==> config.mk <==
export PLATFORM = sky130hd
export DESIGN_NAME = eight_bit_cpu_execute_unit_top_flat
export DESIGN_NICKNAME = d
export VERILOG_FILES = /design/src/rtl/core/eu8_pkg.sv /design/src/rtl/core/eu8_if.sv /design/src/rtl/core/eu8_ram.sv /design/src/rtl/core/eu8_alu.sv /design/src/rtl/core/eight_bit_cpu_execute_unit_top.sv /design/src/flat_wrapper.sv
export SDC_FILE = /design/constraint.sdc
export NUM_CORES = 2
export LEC_CHECK = 0
export ABC_AREA = 1
export BUFFER_PORTS_ARGS = -buffer_cell sky130_fd_sc_hd__buf_2
export CELL_PAD_IN_SITES_DETAIL_PLACEMENT = 0
export CELL_PAD_IN_SITES_GLOBAL_PLACEMENT = 1
export CORE_ASPECT_RATIO = 2
export CORE_MARGIN = 4
export CORE_UTILIZATION = 29
export DETAILED_ROUTE_END_ITERATION = 7
export GPL_TIMING_DRIVEN = 0
export HOLD_SLACK_MARGIN = 0.06
export PLACE_DENSITY = 0.55
export SETUP_SLACK_MARGIN = 0.02
export SLEW_MARGIN = 20
export SYNTH_ARGS = -nofsm -noshare
export SYNTH_HDL_FRONTEND = slang
export SYNTH_SLANG_ARGS = --single-unit
==> constraint.sdc <==
create_clock -name clk -period 23.1 [get_ports clk]
set_input_delay 2.31 -clock clk [delete_from_list [all_inputs] [get_ports clk]]
set_output_delay 2.31 -clock clk [all_outputs]
set_load 0.01 [all_outputs]
==> src/rtl/core/eu8_pkg.sv <==
// shared types and constants of the 8-bit execute unit
package eu8_pkg;

	localparam int REG_COUNT  = 64;
	localparam int DATA_DEPTH = 2048;
	// the address field is six bits wide, so only the low part of the data store is reachable
	localparam int DATA_WORDS = (DATA_DEPTH < 64) ? DATA_DEPTH : 64;
	localparam int RA_W       = (REG_COUNT > 1) ? $clog2(REG_COUNT) : 1;
	localparam int DA_W       = (DATA_WORDS > 1) ? $clog2(DATA_WORDS) : 1;

	typedef enum logic [3:0] {
		OP_ADD  = 4'd0,
		OP_SUB  = 4'd1,
		OP_MUL  = 4'd2,
		OP_MOVI = 4'd3,
		OP_BEQZ = 4'd4,
		OP_ANDI = 4'd5,
		OP_EOR  = 4'd6,
		OP_BR   = 4'd7,
		OP_SAL  = 4'd8,
		OP_SAR  = 4'd9,
		OP_LDR  = 4'd10,
		OP_STR  = 4'd11
	} op_t;

	// flag positions inside the status word
	localparam int FLAG_C = 4;
	localparam int FLAG_V = 3;
	localparam int FLAG_N = 2;
	localparam int FLAG_S = 1;
	localparam int FLAG_Z = 0;

	typedef struct packed {
		logic [15:0] next_address;
		logic        taken;
		logic        wr;
		logic        st;
		logic [7:0]  value;
		logic [4:0]  flags;
		logic        bad;
	} alu_res_t;

endpackage

==> src/rtl/core/eu8_if.sv <==
// handshake channels for instructions and results
interface eu8_in_if;
	logic        valid;
	logic        ready;
	logic [3:0]  op;
	logic [5:0]  reg_first;
	logic [5:0]  reg_second_or_imm;
	logic [15:0] instr_address;

	modport source (output valid, op, reg_first, reg_second_or_imm, instr_address,
		input ready);
	modport sink (input valid, op, reg_first, reg_second_or_imm, instr_address,
		output ready);
endinterface

interface eu8_out_if;
	logic              valid;
	logic              ready;
	logic [15:0]       next_address;
	logic              branch_taken;
	logic              reg_written;
	logic signed [7:0] written_value;
	logic [4:0]        flags;
	logic              bad_opcode;

	modport source (output valid, next_address, branch_taken, reg_written, written_value,
		flags, bad_opcode, input ready);
	modport sink (input valid, next_address, branch_taken, reg_written, written_value,
		flags, bad_opcode, output ready);
endinterface

==> src/rtl/core/eu8_ram.sv <==
// generic single-write RAM with registered read
module eu8_ram #(
	parameter int WIDTH = 8,
	parameter int DEPTH = 64
) (
	input  logic                             clk,
	input  logic                             we,
	input  logic [$clog2(DEPTH > 1 ? DEPTH : 2)-1:0] waddr,
	input  logic [WIDTH-1:0]                 wdata,
	input  logic                             re,
	input  logic [$clog2(DEPTH > 1 ? DEPTH : 2)-1:0] raddr,
	output logic [WIDTH-1:0]                 rdata
);

	logic [WIDTH-1:0] mem [DEPTH];

	always_ff @(posedge clk) begin
		if (we) begin
			mem[waddr] <= wdata;
		end
		if (re) begin
			rdata <= mem[raddr];
		end
	end

endmodule

==> src/rtl/core/eu8_alu.sv <==
// instruction datapath: result, flags and next address of one instruction
module eu8_alu import eu8_pkg::*; (
	input  logic [3:0]  op,
	input  logic [5:0]  rb,
	input  logic [15:0] pc,
	input  logic [7:0]  a,
	input  logic [7:0]  b,
	input  logic [7:0]  mem_data,
	input  logic [4:0]  flags_in,
	output alu_res_t    res
);

	logic [7:0]  imm_s;
	logic [8:0]  sum;
	logic [7:0]  diff;
	logic [15:0] prod;
	logic [7:0]  r;
	logic [15:0] pc_inc;
	logic [4:0]  f;

	assign imm_s  = {{2{rb[5]}}, rb};
	assign sum    = {1'b0, a} + {1'b0, b};
	assign diff   = a - b;
	assign prod   = a * b;
	assign pc_inc = pc + 16'd1;

	always_comb begin
		r                = 8'd0;
		f                = flags_in;
		res.next_address = pc_inc;
		res.taken        = 1'b0;
		res.wr           = 1'b0;
		res.st           = 1'b0;
		res.bad          = 1'b0;
		case (op_t'(op))
			OP_ADD: begin
				r         = sum[7:0];
				f[FLAG_C] = sum[8];
				f[FLAG_V] = ~(a[7] ^ b[7]) & (a[7] ^ r[7]);
				res.wr    = 1'b1;
			end
			OP_SUB: begin
				r         = diff;
				f[FLAG_V] = (a[7] ^ b[7]) & (a[7] ^ r[7]);
				res.wr    = 1'b1;
			end
			OP_MUL: begin
				r      = prod[7:0];
				res.wr = 1'b1;
			end
			OP_MOVI: begin
				r      = imm_s;
				res.wr = 1'b1;
			end
			OP_BEQZ: begin
				if (a == 8'd0) begin
					res.next_address = pc_inc + {10'd0, rb};
					res.taken        = 1'b1;
				end
			end
			OP_ANDI: begin
				r      = a & imm_s;
				res.wr = 1'b1;
			end
			OP_EOR: begin
				r      = a ^ b;
				res.wr = 1'b1;
			end
			OP_BR: begin
				res.next_address = {a, b};
				res.taken        = 1'b1;
			end
			OP_SAL: begin
				r      = (rb[5:3] != 3'd0) ? 8'd0 : (a << rb[2:0]);
				res.wr = 1'b1;
			end
			OP_SAR: begin
				r      = (rb[5:3] != 3'd0) ? {8{a[7]}} : 8'($signed(a) >>> rb[2:0]);
				res.wr = 1'b1;
			end
			OP_LDR: begin
				r      = mem_data;
				res.wr = 1'b1;
			end
			OP_STR: begin
				res.st = 1'b1;
			end
			default: begin
				res.bad = 1'b1;
			end
		endcase

		// n and z follow every arithmetic and logic op, s follows n and v on add and subtract
		case (op_t'(op))
			OP_ADD, OP_SUB, OP_MUL, OP_ANDI, OP_EOR, OP_SAL, OP_SAR: begin
				f[FLAG_N] = r[7];
				f[FLAG_Z] = (r == 8'd0);
			end
			default: begin
			end
		endcase
		case (op_t'(op))
			OP_ADD, OP_SUB: begin
				f[FLAG_S] = f[FLAG_N] ^ f[FLAG_V];
			end
			default: begin
			end
		endcase

		res.flags = f;
		res.value = (op_t'(op) == OP_STR) ? a : r;
	end

endmodule

==> src/rtl/core/eight_bit_cpu_execute_unit_top.sv <==
// Execute unit of an 8-bit load/store core. It takes one decoded instruction per clock and
// keeps a steady rate of one item per cycle while the output does not stall; an accepted item
// passes through the register file and data store reads, which sit in RAMs with a registered
// read port, then through the output register. The value written by an instruction is
// forwarded to the one right behind it, so dependent instructions run back to back.
// Both stores read as zero after reset through per-entry valid bits, so there is no
// clearing pass and the block is ready at once. The data store holds 64 bytes, as far as
// the six-bit immediate address reaches. The input stalls only while a finished result
// waits in the output register and the sink is not ready.
module eight_bit_cpu_execute_unit_top import eu8_pkg::*; (
	input  logic          clk,
	input  logic          arst_n,
	eu8_in_if.sink        instr,
	eu8_out_if.source     result
);

	logic        accept;
	logic        advance;
	logic        leave;

	logic        v_s1;
	logic [3:0]  op_s1;
	logic [5:0]  ra_s1;
	logic [5:0]  rb_s1;
	logic [15:0] pc_s1;
	logic        av_s1;
	logic        bv_s1;
	logic        dv_s1;

	logic [REG_COUNT-1:0]  rvalid_q;
	logic [DATA_WORDS-1:0] dvalid_q;

	logic        rfwd_v_q;
	logic [5:0]  rfwd_addr_q;
	logic [7:0]  rfwd_data_q;
	logic        dfwd_v_q;
	logic [5:0]  dfwd_addr_q;
	logic [7:0]  dfwd_data_q;

	logic [4:0]  flags_q;

	logic [7:0]  a_ram;
	logic [7:0]  b_ram;
	logic [7:0]  d_ram;
	logic [7:0]  a_val;
	logic [7:0]  b_val;
	logic [7:0]  d_val;
	logic        ra_ok;
	logic        rb_ok;
	logic        d_ok;
	logic        rf_we;
	logic        ds_we;
	alu_res_t    alu_res;

	logic              out_v_q;
	logic [15:0]       next_address_q;
	logic              branch_taken_q;
	logic              reg_written_q;
	logic signed [7:0] written_value_q;
	logic [4:0]        flags_out_q;
	logic              bad_opcode_q;

	assign advance     = !out_v_q || result.ready;
	assign leave       = v_s1 && advance;
	assign instr.ready = !v_s1 || advance;
	assign accept      = instr.valid && instr.ready;

	assign ra_ok = {1'b0, ra_s1} < 7'(REG_COUNT);
	assign rb_ok = {1'b0, rb_s1} < 7'(REG_COUNT);
	assign d_ok  = {1'b0, rb_s1} < 7'(DATA_WORDS);

	eu8_ram #(.WIDTH(8), .DEPTH(REG_COUNT)) u_rf_a (
		.clk   (clk),
		.we    (rf_we),
		.waddr (ra_s1[RA_W-1:0]),
		.wdata (alu_res.value),
		.re    (accept),
		.raddr (instr.reg_first[RA_W-1:0]),
		.rdata (a_ram)
	);

	eu8_ram #(.WIDTH(8), .DEPTH(REG_COUNT)) u_rf_b (
		.clk   (clk),
		.we    (rf_we),
		.waddr (ra_s1[RA_W-1:0]),
		.wdata (alu_res.value),
		.re    (accept),
		.raddr (instr.reg_second_or_imm[RA_W-1:0]),
		.rdata (b_ram)
	);

	eu8_ram #(.WIDTH(8), .DEPTH(DATA_WORDS)) u_data (
		.clk   (clk),
		.we    (ds_we),
		.waddr (rb_s1[DA_W-1:0]),
		.wdata (alu_res.value),
		.re    (accept),
		.raddr (instr.reg_second_or_imm[DA_W-1:0]),
		.rdata (d_ram)
	);

	// the previous instruction writes on the same edge as this one reads, so take its value
	always_comb begin
		if (!ra_ok) begin
			a_val = 8'd0;
		end else if (rfwd_v_q && rfwd_addr_q == ra_s1) begin
			a_val = rfwd_data_q;
		end else begin
			a_val = av_s1 ? a_ram : 8'd0;
		end
		if (!rb_ok) begin
			b_val = 8'd0;
		end else if (rfwd_v_q && rfwd_addr_q == rb_s1) begin
			b_val = rfwd_data_q;
		end else begin
			b_val = bv_s1 ? b_ram : 8'd0;
		end
		if (!d_ok) begin
			d_val = 8'd0;
		end else if (dfwd_v_q && dfwd_addr_q == rb_s1) begin
			d_val = dfwd_data_q;
		end else begin
			d_val = dv_s1 ? d_ram : 8'd0;
		end
	end

	eu8_alu u_alu (
		.op       (op_s1),
		.rb       (rb_s1),
		.pc       (pc_s1),
		.a        (a_val),
		.b        (b_val),
		.mem_data (d_val),
		.flags_in (flags_q),
		.res      (alu_res)
	);

	assign rf_we = leave && alu_res.wr && ra_ok;
	assign ds_we = leave && alu_res.st && d_ok;

	always_ff @(posedge clk or negedge arst_n) begin
		if (!arst_n) begin
			v_s1        <= 1'b0;
			rvalid_q    <= '0;
			dvalid_q    <= '0;
			rfwd_v_q    <= 1'b0;
			dfwd_v_q    <= 1'b0;
			flags_q     <= '0;
			out_v_q     <= 1'b0;
		end else begin
			if (accept) begin
				v_s1 <= 1'b1;
			end else if (leave) begin
				v_s1 <= 1'b0;
			end
			if (rf_we) begin
				rvalid_q[ra_s1[RA_W-1:0]] <= 1'b1;
				rfwd_v_q                  <= 1'b1;
			end
			if (ds_we) begin
				dvalid_q[rb_s1[DA_W-1:0]] <= 1'b1;
				dfwd_v_q                  <= 1'b1;
			end
			if (leave) begin
				flags_q <= alu_res.flags;
				out_v_q <= 1'b1;
			end else if (result.ready) begin
				out_v_q <= 1'b0;
			end
		end
	end

	always_ff @(posedge clk) begin
		if (accept) begin
			op_s1 <= instr.op;
			ra_s1 <= instr.reg_first;
			rb_s1 <= instr.reg_second_or_imm;
			pc_s1 <= instr.instr_address;
			av_s1 <= rvalid_q[instr.reg_first[RA_W-1:0]];
			bv_s1 <= rvalid_q[instr.reg_second_or_imm[RA_W-1:0]];
			dv_s1 <= dvalid_q[instr.reg_second_or_imm[DA_W-1:0]];
		end
		if (rf_we) begin
			rfwd_addr_q <= ra_s1;
			rfwd_data_q <= alu_res.value;
		end
		if (ds_we) begin
			dfwd_addr_q <= rb_s1;
			dfwd_data_q <= alu_res.value;
		end
		if (leave) begin
			next_address_q  <= alu_res.next_address;
			branch_taken_q  <= alu_res.taken;
			reg_written_q   <= alu_res.wr && ra_ok;
			written_value_q <= (alu_res.wr || alu_res.st) ? alu_res.value : 8'sd0;
			flags_out_q     <= alu_res.flags;
			bad_opcode_q    <= alu_res.bad;
		end
	end

	assign result.valid         = out_v_q;
	assign result.next_address  = next_address_q;
	assign result.branch_taken  = branch_taken_q;
	assign result.reg_written   = reg_written_q;
	assign result.written_value = written_value_q;
	assign result.flags         = flags_out_q;
	assign result.bad_opcode    = bad_opcode_q;

	// a stalled item stays in the read stage
	assert property (@(posedge clk) disable iff (!arst_n)
		v_s1 && !advance |=> v_s1)
		else $error("read stage item lost while output stalled");

	// no store is touched without an item in the read stage
	assert property (@(posedge clk) disable iff (!arst_n)
		(rf_we || ds_we) |-> leave)
		else $error("store written without a leaving item");

	// an invalid opcode leaves the flags alone
	assert property (@(posedge clk) disable iff (!arst_n)
		leave && alu_res.bad |=> flags_q == $past(flags_q))
		else $error("flags changed by invalid opcode");

	// the reported flags match the status register once the result is loaded
	assert property (@(posedge clk) disable iff (!arst_n)
		leave |=> out_v_q && flags_out_q == flags_q)
		else $error("reported flags differ from status register");

endmodule
==> src/flat_wrapper.sv <==
// flat-port wrapper written by rule: the top's interface ports become plain ports
module eight_bit_cpu_execute_unit_top_flat import eu8_pkg::*;
  (clk, arst_n, instr_valid, instr_op, instr_reg_first, instr_reg_second_or_imm, instr_instr_address, instr_ready, result_valid, result_next_address, result_branch_taken, result_reg_written, result_written_value, result_flags, result_bad_opcode, result_ready);
  eu8_in_if instr_i ();
  eu8_out_if result_i ();
  input  logic clk;
  input  logic arst_n;
  input wire logic [$bits(instr_i.valid)-1:0] instr_valid;
  input wire logic [$bits(instr_i.op)-1:0] instr_op;
  input wire logic [$bits(instr_i.reg_first)-1:0] instr_reg_first;
  input wire logic [$bits(instr_i.reg_second_or_imm)-1:0] instr_reg_second_or_imm;
  input wire logic [$bits(instr_i.instr_address)-1:0] instr_instr_address;
  output wire logic [$bits(instr_i.ready)-1:0] instr_ready;
  output wire logic [$bits(result_i.valid)-1:0] result_valid;
  output wire logic [$bits(result_i.next_address)-1:0] result_next_address;
  output wire logic [$bits(result_i.branch_taken)-1:0] result_branch_taken;
  output wire logic [$bits(result_i.reg_written)-1:0] result_reg_written;
  output wire logic [$bits(result_i.written_value)-1:0] result_written_value;
  output wire logic [$bits(result_i.flags)-1:0] result_flags;
  output wire logic [$bits(result_i.bad_opcode)-1:0] result_bad_opcode;
  input wire logic [$bits(result_i.ready)-1:0] result_ready;
  assign instr_i.valid = instr_valid;
  assign instr_i.op = instr_op;
  assign instr_i.reg_first = instr_reg_first;
  assign instr_i.reg_second_or_imm = instr_reg_second_or_imm;
  assign instr_i.instr_address = instr_instr_address;
  assign instr_ready = instr_i.ready;
  assign result_valid = result_i.valid;
  assign result_next_address = result_i.next_address;
  assign result_branch_taken = result_i.branch_taken;
  assign result_reg_written = result_i.reg_written;
  assign result_written_value = result_i.written_value;
  assign result_flags = result_i.flags;
  assign result_bad_opcode = result_i.bad_opcode;
  assign result_i.ready = result_ready;
  eight_bit_cpu_execute_unit_top u_core (.clk(clk), .arst_n(arst_n), .instr(instr_i), .result(result_i));
endmodule
==> results of run 1 <==
-- routing by layer --
| layer | GRT overflow | GRT usage (%) |
|---|---|---|
| met5 | 0 | 1.49 |
| met4 | 4 | 62.2 |
| met3 | 0 | 21.0 |
| met2 | 0 | 81.1 |
| met1 | 0 | 51.1 |
-- per-stage QoR --
stage | hold WS [ps] | setup WS, ps | cell area (um2)
4_1_cts | 461 | 14490 | 74900
3_5_place_dp | 447 | 14560 | 70400
3_3_place_gp | 437 | 3480 | 63000
2_1_floorplan | 424 | 14480 | 59300
-- synthesized netlist by cell type, drive strengths merged (15+ instances only) --
master	n
nor2	1225
ha	38
o311ai	26
o21ai	1151
dfrtp	137
a21oi	105
nand3	120
o221ai	81
clkbuf	376
inv	238
o22ai	369
o32ai	19
nand2	417
or2	77
a221oi	23
nand4	18
buf	37
fa	15
edfxtp	1143
o211ai	49
-- cell families after synthesis --
family,count (synthesis),share of synthesized area (%)
buffers and inverters,658,4.22
DFF,1280,63.7
xor gates and xnor gates,17,0.251
adders and majority gates,53,1.31
AOI/OAI and AO/OA,1845,17.7
and+or+nand+nor,1877,12.8
==> results.sh, run 1 <==
export IMPL_rows=234
export IMPL_place_congestion=1.09
export IMPL_outcome="did not finish"
export IMPL_synth_yosys_seq_area_share_pct=63.7
export IMPL_io_pins=70
export IMPL_synth_edf_count=1143
export IMPL_overflow=4
export IMPL_place_inst=8799
export IMPL_cts_resized=0
export IMPL_ctsHoldBuffers=0
export IMPL_cts_setup_buffers=0
export IMPL_synth_nets=5819
export IMPL_die_w_um=328
export IMPL_yosysWarnings=0
export IMPL_clkSinkCount=1280
export IMPL_cts_buffer_depth=4
export IMPL_error="[ERROR GRT-0116] Global routing finished with congestion. Check the congestion regions in the DRC Viewer."
export IMPL_dp_hpwl_um=426000
export IMPL_start_util_pct=29.2
export IMPL_async_flop_share_pct=10.7
export IMPL_ys_seq_elements=1280
export IMPL_synth_cells=5730
export IMPL_grt_max_degree=66
export IMPL_stop_stage="global routing"
export IMPL_yosysTopAreaCell="edfxtp_1"
export IMPL_io_buffers=69
export IMPL_syn_area_mm2=0.0593
export IMPL_first_global_vias=58800
export IMPL_cts_buffers=141
export IMPL_die_h_um=647
export IMPL_grt_use_total_pct=53.3
export IMPL_synth_top_cell_area_share_pct=57.9
export IMPL_avgSynthCellArea_um2=10.3
export IMPL_root_buffer="clkbuf_16"
export IMPL_synth_area_top_cells="edfxtp_1 58%, o21ai_0 9.6%, nor2_1 7.7%, dfrtp_1 5.8%, o22ai_1 3.9%"
export IMPL_grt_first_pass_wirelength_um=717000
export IMPL_synth_distinct_cells=53
export IMPL_cts_htree_levels=4
export IMPL_synthFlopType="edfxtp_1"
==> inputs of run 2 (changes only) <==
CELL_PAD_IN_SITES_DETAIL_PLACEMENT = default   (was 0)
CELL_PAD_IN_SITES_GLOBAL_PLACEMENT = default   (was 1)
CORE_ASPECT_RATIO = default   (was 2)
CORE_UTILIZATION = 20   (was 29)
HOLD_SLACK_MARGIN = default   (was 0.06)
PLACE_DENSITY = default   (was 0.55)
PLACE_DENSITY_LB_ADDON = 0.15   (was default)
SETUP_SLACK_MARGIN = default   (was 0.02)
==> run 2 against run 1 <==
- the flow now finishes without violations
- area after synthesis stayed put
- synthesized cell count stayed put
==> results.sh, run 2 <==
export IMPL_skew_ps=87.6
export IMPL_dieArea_mm2=0.305
export IMPL_syn_area_mm2=0.0593
export IMPL_drive_gt1_share_pct=16.0
export IMPL_grt_max_degree=73
export IMPL_antenna_found_initial=142
export IMPL_synth_common_cells="1,218 x nor2_1, 1,143 x edfxtp_1, 1,141 x o21ai_0"
export IMPL_cp_arrival_ps=7980
export IMPL_yosysWarnings=0
export IMPL_clkTransAtPathRegs_ps=60
export IMPL_async_flop_share_pct=10.7
export IMPL_grt_use_total_pct=29.1
export IMPL_synth_cells=5730
export IMPL_routedWlPerCell_um=44.9
export IMPL_cts_htree_levels=4
export IMPL_core_mm2=0.295
export IMPL_top_register="u_core.u_data.mem"
export IMPL_synth_area_top_cells="edfxtp_1 58%, o21ai_0 9.6%, nor2_1 7.7%, dfrtp_1 5.8%, o22ai_1 3.9%"
export IMPL_r2r_start="u_core.rb_s1[4]$_DFFE_PP_"
export IMPL_final_common_cell="edfxtp_1"
export IMPL_synth_top_cell_area_share_pct=57.9
export IMPL_synthMuxAreaShare_pct=0
export IMPL_io_pins=70
export IMPL_layout_nets=6244
export IMPL_rr_worst_depth=26
export IMPL_cts_buffers=166
export IMPL_path_class="reg2reg"
export IMPL_drtAntennaViolNets=0
export IMPL_tightest_slew_ps=1410
export IMPL_viasPerCell=5.51
export IMPL_slew_headroom_pct=4.49
export IMPL_grt_first_pass_wirelength_um=576000
export IMPL_maxCapViolCount=0
export IMPL_synthAdderAreaFrac_pct=1.31
export IMPL_setup_tns_ps=0
export IMPL_synth_most_common_cell="nor2_1"
export IMPL_period_share_pct=32.1
export IMPL_min_path_cells=2
export IMPL_drc=0
export IMPL_place_inst=9906
export IMPL_root_buffer="clkbuf_16"
export IMPL_rr_endpoint="u_core.u_rf_a.mem[48][6]$_DFFE_PP_"
export IMPL_rsz0062_at_grt="false"
export IMPL_required_ps=23650
export IMPL_clk_latency_ps=920
export IMPL_synth_yosys_seq_area_share_pct=63.7
export IMPL_synth_nets=5819
export IMPL_first_global_vias=50500
export IMPL_final_cell_area_mm2=0.0751
export IMPL_layoutNonFillerInstCount=10300
export IMPL_io_buffers=69
export IMPL_yosysTopAreaCell="edfxtp_1"
export IMPL_synth_distinct_cells=53
export IMPL_rows=199
export IMPL_slew_violations=0
export IMPL_die_w_um=552
export IMPL_clkSinkCount=1280
export IMPL_cts_resized=0
export IMPL_synthSimpleGateAreaFrac_pct=12.8
export IMPL_num_vias=56700
export IMPL_p_per_area_mw_per_mm2=85.6
export IMPL_die_h_um=552
export IMPL_avgSynthCellArea_um2=10.3
export IMPL_syn_to_final_growth_pct=26.8
export IMPL_synth_xor_area_share_pct=0.251
export IMPL_finalSetupViolations=0
export IMPL_cts_tree="yes"
export IMPL_overflow=0
export IMPL_dpl_cell_area_mm2=0.0696
export IMPL_wirelength_um=463000
export IMPL_crit_start="u_core.rb_s1[4]$_DFFE_PP_"
export IMPL_place_congestion=1.04
export IMPL_path_max_fanout=39
export IMPL_leakage_nw=26.3
export IMPL_reg2reg_slack_ps=15670
export IMPL_start_kind="flop"
export IMPL_ctsHoldBuffers=0
export IMPL_cts_buffer_depth=4
export IMPL_min_period_ps=7430
export IMPL_firstDrtPassIters=6
export IMPL_outcome="complete, no violations"
export IMPL_synth_edf_count=1143
export IMPL_ys_seq_elements=1280
export IMPL_synth_top_family_by_area="compound AO/OA/AOI/OAI gates"
export IMPL_first_iter_violations=11100
export IMPL_dp_hpwl_um=349000
export IMPL_hold_viol=0
export IMPL_hold_path_class="reg2reg"
export IMPL_cp_end_kind="flop"
export IMPL_synth_compound_area_share_pct=17.7
export IMPL_cts_setup_buffers=0
export IMPL_reg_largest_list="u_core.u_data.mem: 512 flops, u_core.u_rf_b.mem: 280 flops, u_core.u_rf_a.mem: 232 flops"
export IMPL_min_to="u_core.dvalid_q[56]$_DFFE_PN0P_"
export IMPL_most_common_layout_cells="1,143 x edfxtp_1, 1,138 x o21ai_0, 1,117 x nor2_1"
export IMPL_power_mw=6.43
export IMPL_hp_start="u_core.dvalid_q[56]$_DFFE_PN0P_"
export IMPL_fin_util_pct=25.5
export IMPL_synthFlopType="edfxtp_1"
export IMPL_ir_drop_mv=0.0484
export IMPL_start_util_pct=20.1
export IMPL_clock_fmax_mhz=135
export IMPL_largest_reg_flops=512
==> run 2: cell counts after synthesis <==
No cell type changed its count.
==> run 2: worst max-delay path by stage <==
stage / end / cells past startpoint / slack [ps]
global route: u_core.u_rf_a.mem[48][6]$_DFFE_PP_ / 28 / 15330
detailed placement: u_core.u_rf_a.rdata[4]$_DFFE_PP_ / 12 / 15680
CTS: u_core.u_rf_a.mem[48][6]$_DFFE_PP_ / 26 / 15680
finish: u_core.u_rf_a.mem[48][6]$_DFFE_PP_ / 26 / 15670
floorplan: u_core.dfwd_data_q[5]$_DFFE_PP_ / 27 / 14480
global placement: u_core.u_rf_b.mem[56][5]$_DFFE_PP_ / 27 / 3930
==> run 2: through the flow <==
stage                     hold slack, ps  worst slack (ps)
after floorplan                      424             14480
after global placement               435              3930
after detailed placement             443             15680
after CTS                            457             15680
after global routing                 474             15330
final                                459             15670
==> run 2: power breakdown <==
part	switching (mW)	total [mW]	internal (mW)
Sequential	0.0287	2.68	2.65
Combinational	0.876	1.13	0.256
Clock	1.12	2.62	1.50
Total	2.03	6.43	4.40
==> run 2: logic make-up (layout without fill, tap and decap cells) <==
logic type	Yosys count	in the layout
buf+inv	658	1207
simple gates	1877	1877
flops	1280	1280
fa+ha+maj	53	53
xor+xnor	17	17
compound gates	1845	1845
other cells	0	101
==> run 2: cell type report <==
class | instances | area (um2)
fillers | 31000 | 219000
flip-flops and latches | 1280 | 37800
multi-input cells | 3792 | 19500
well taps | 3919 | 4900
repair buffers | 257 | 4610
clock buffers | 209 | 4450
plain buffers | 413 | 1900
inverters | 245 | 923
clock inverters | 83 | 826
diodes | 101 | 253
==> run 2: critical path, cell delays in order (launching register included) <==
cell and delay (ps):
edfxtp_1 590, buf_2 350, inv_1 360, nand2_1 110
nand2_1 80, nand2_1 90, nor2_4 250, nand2_2 150
buf_6 180, o21ai_2 250, inv_1 280, nor2_1 220
fa_1 420, ha_1 330, fa_1 490, inv_1 50
fa_1 480, inv_1 40, ha_1 310, xor2_1 260
o211ai_1 140, nor3_1 190, nand3_1 110, nor2_1 280
nand3_4 400, buf_12 330, buf_12 190
==> run 2: layer usage <==
layer / up-vias / track usage, % / routed length, um
met5: - / 0 / 282
met2: 4716 / 41.9 / 192000
met4: 42 / 20.0 / 36700
met3: 1273 / 9.68 / 53600
li1: 21700 / - / -
met1: 28900 / 36.8 / 180000
No activity file was read; power rests on OpenSTA's default activity.
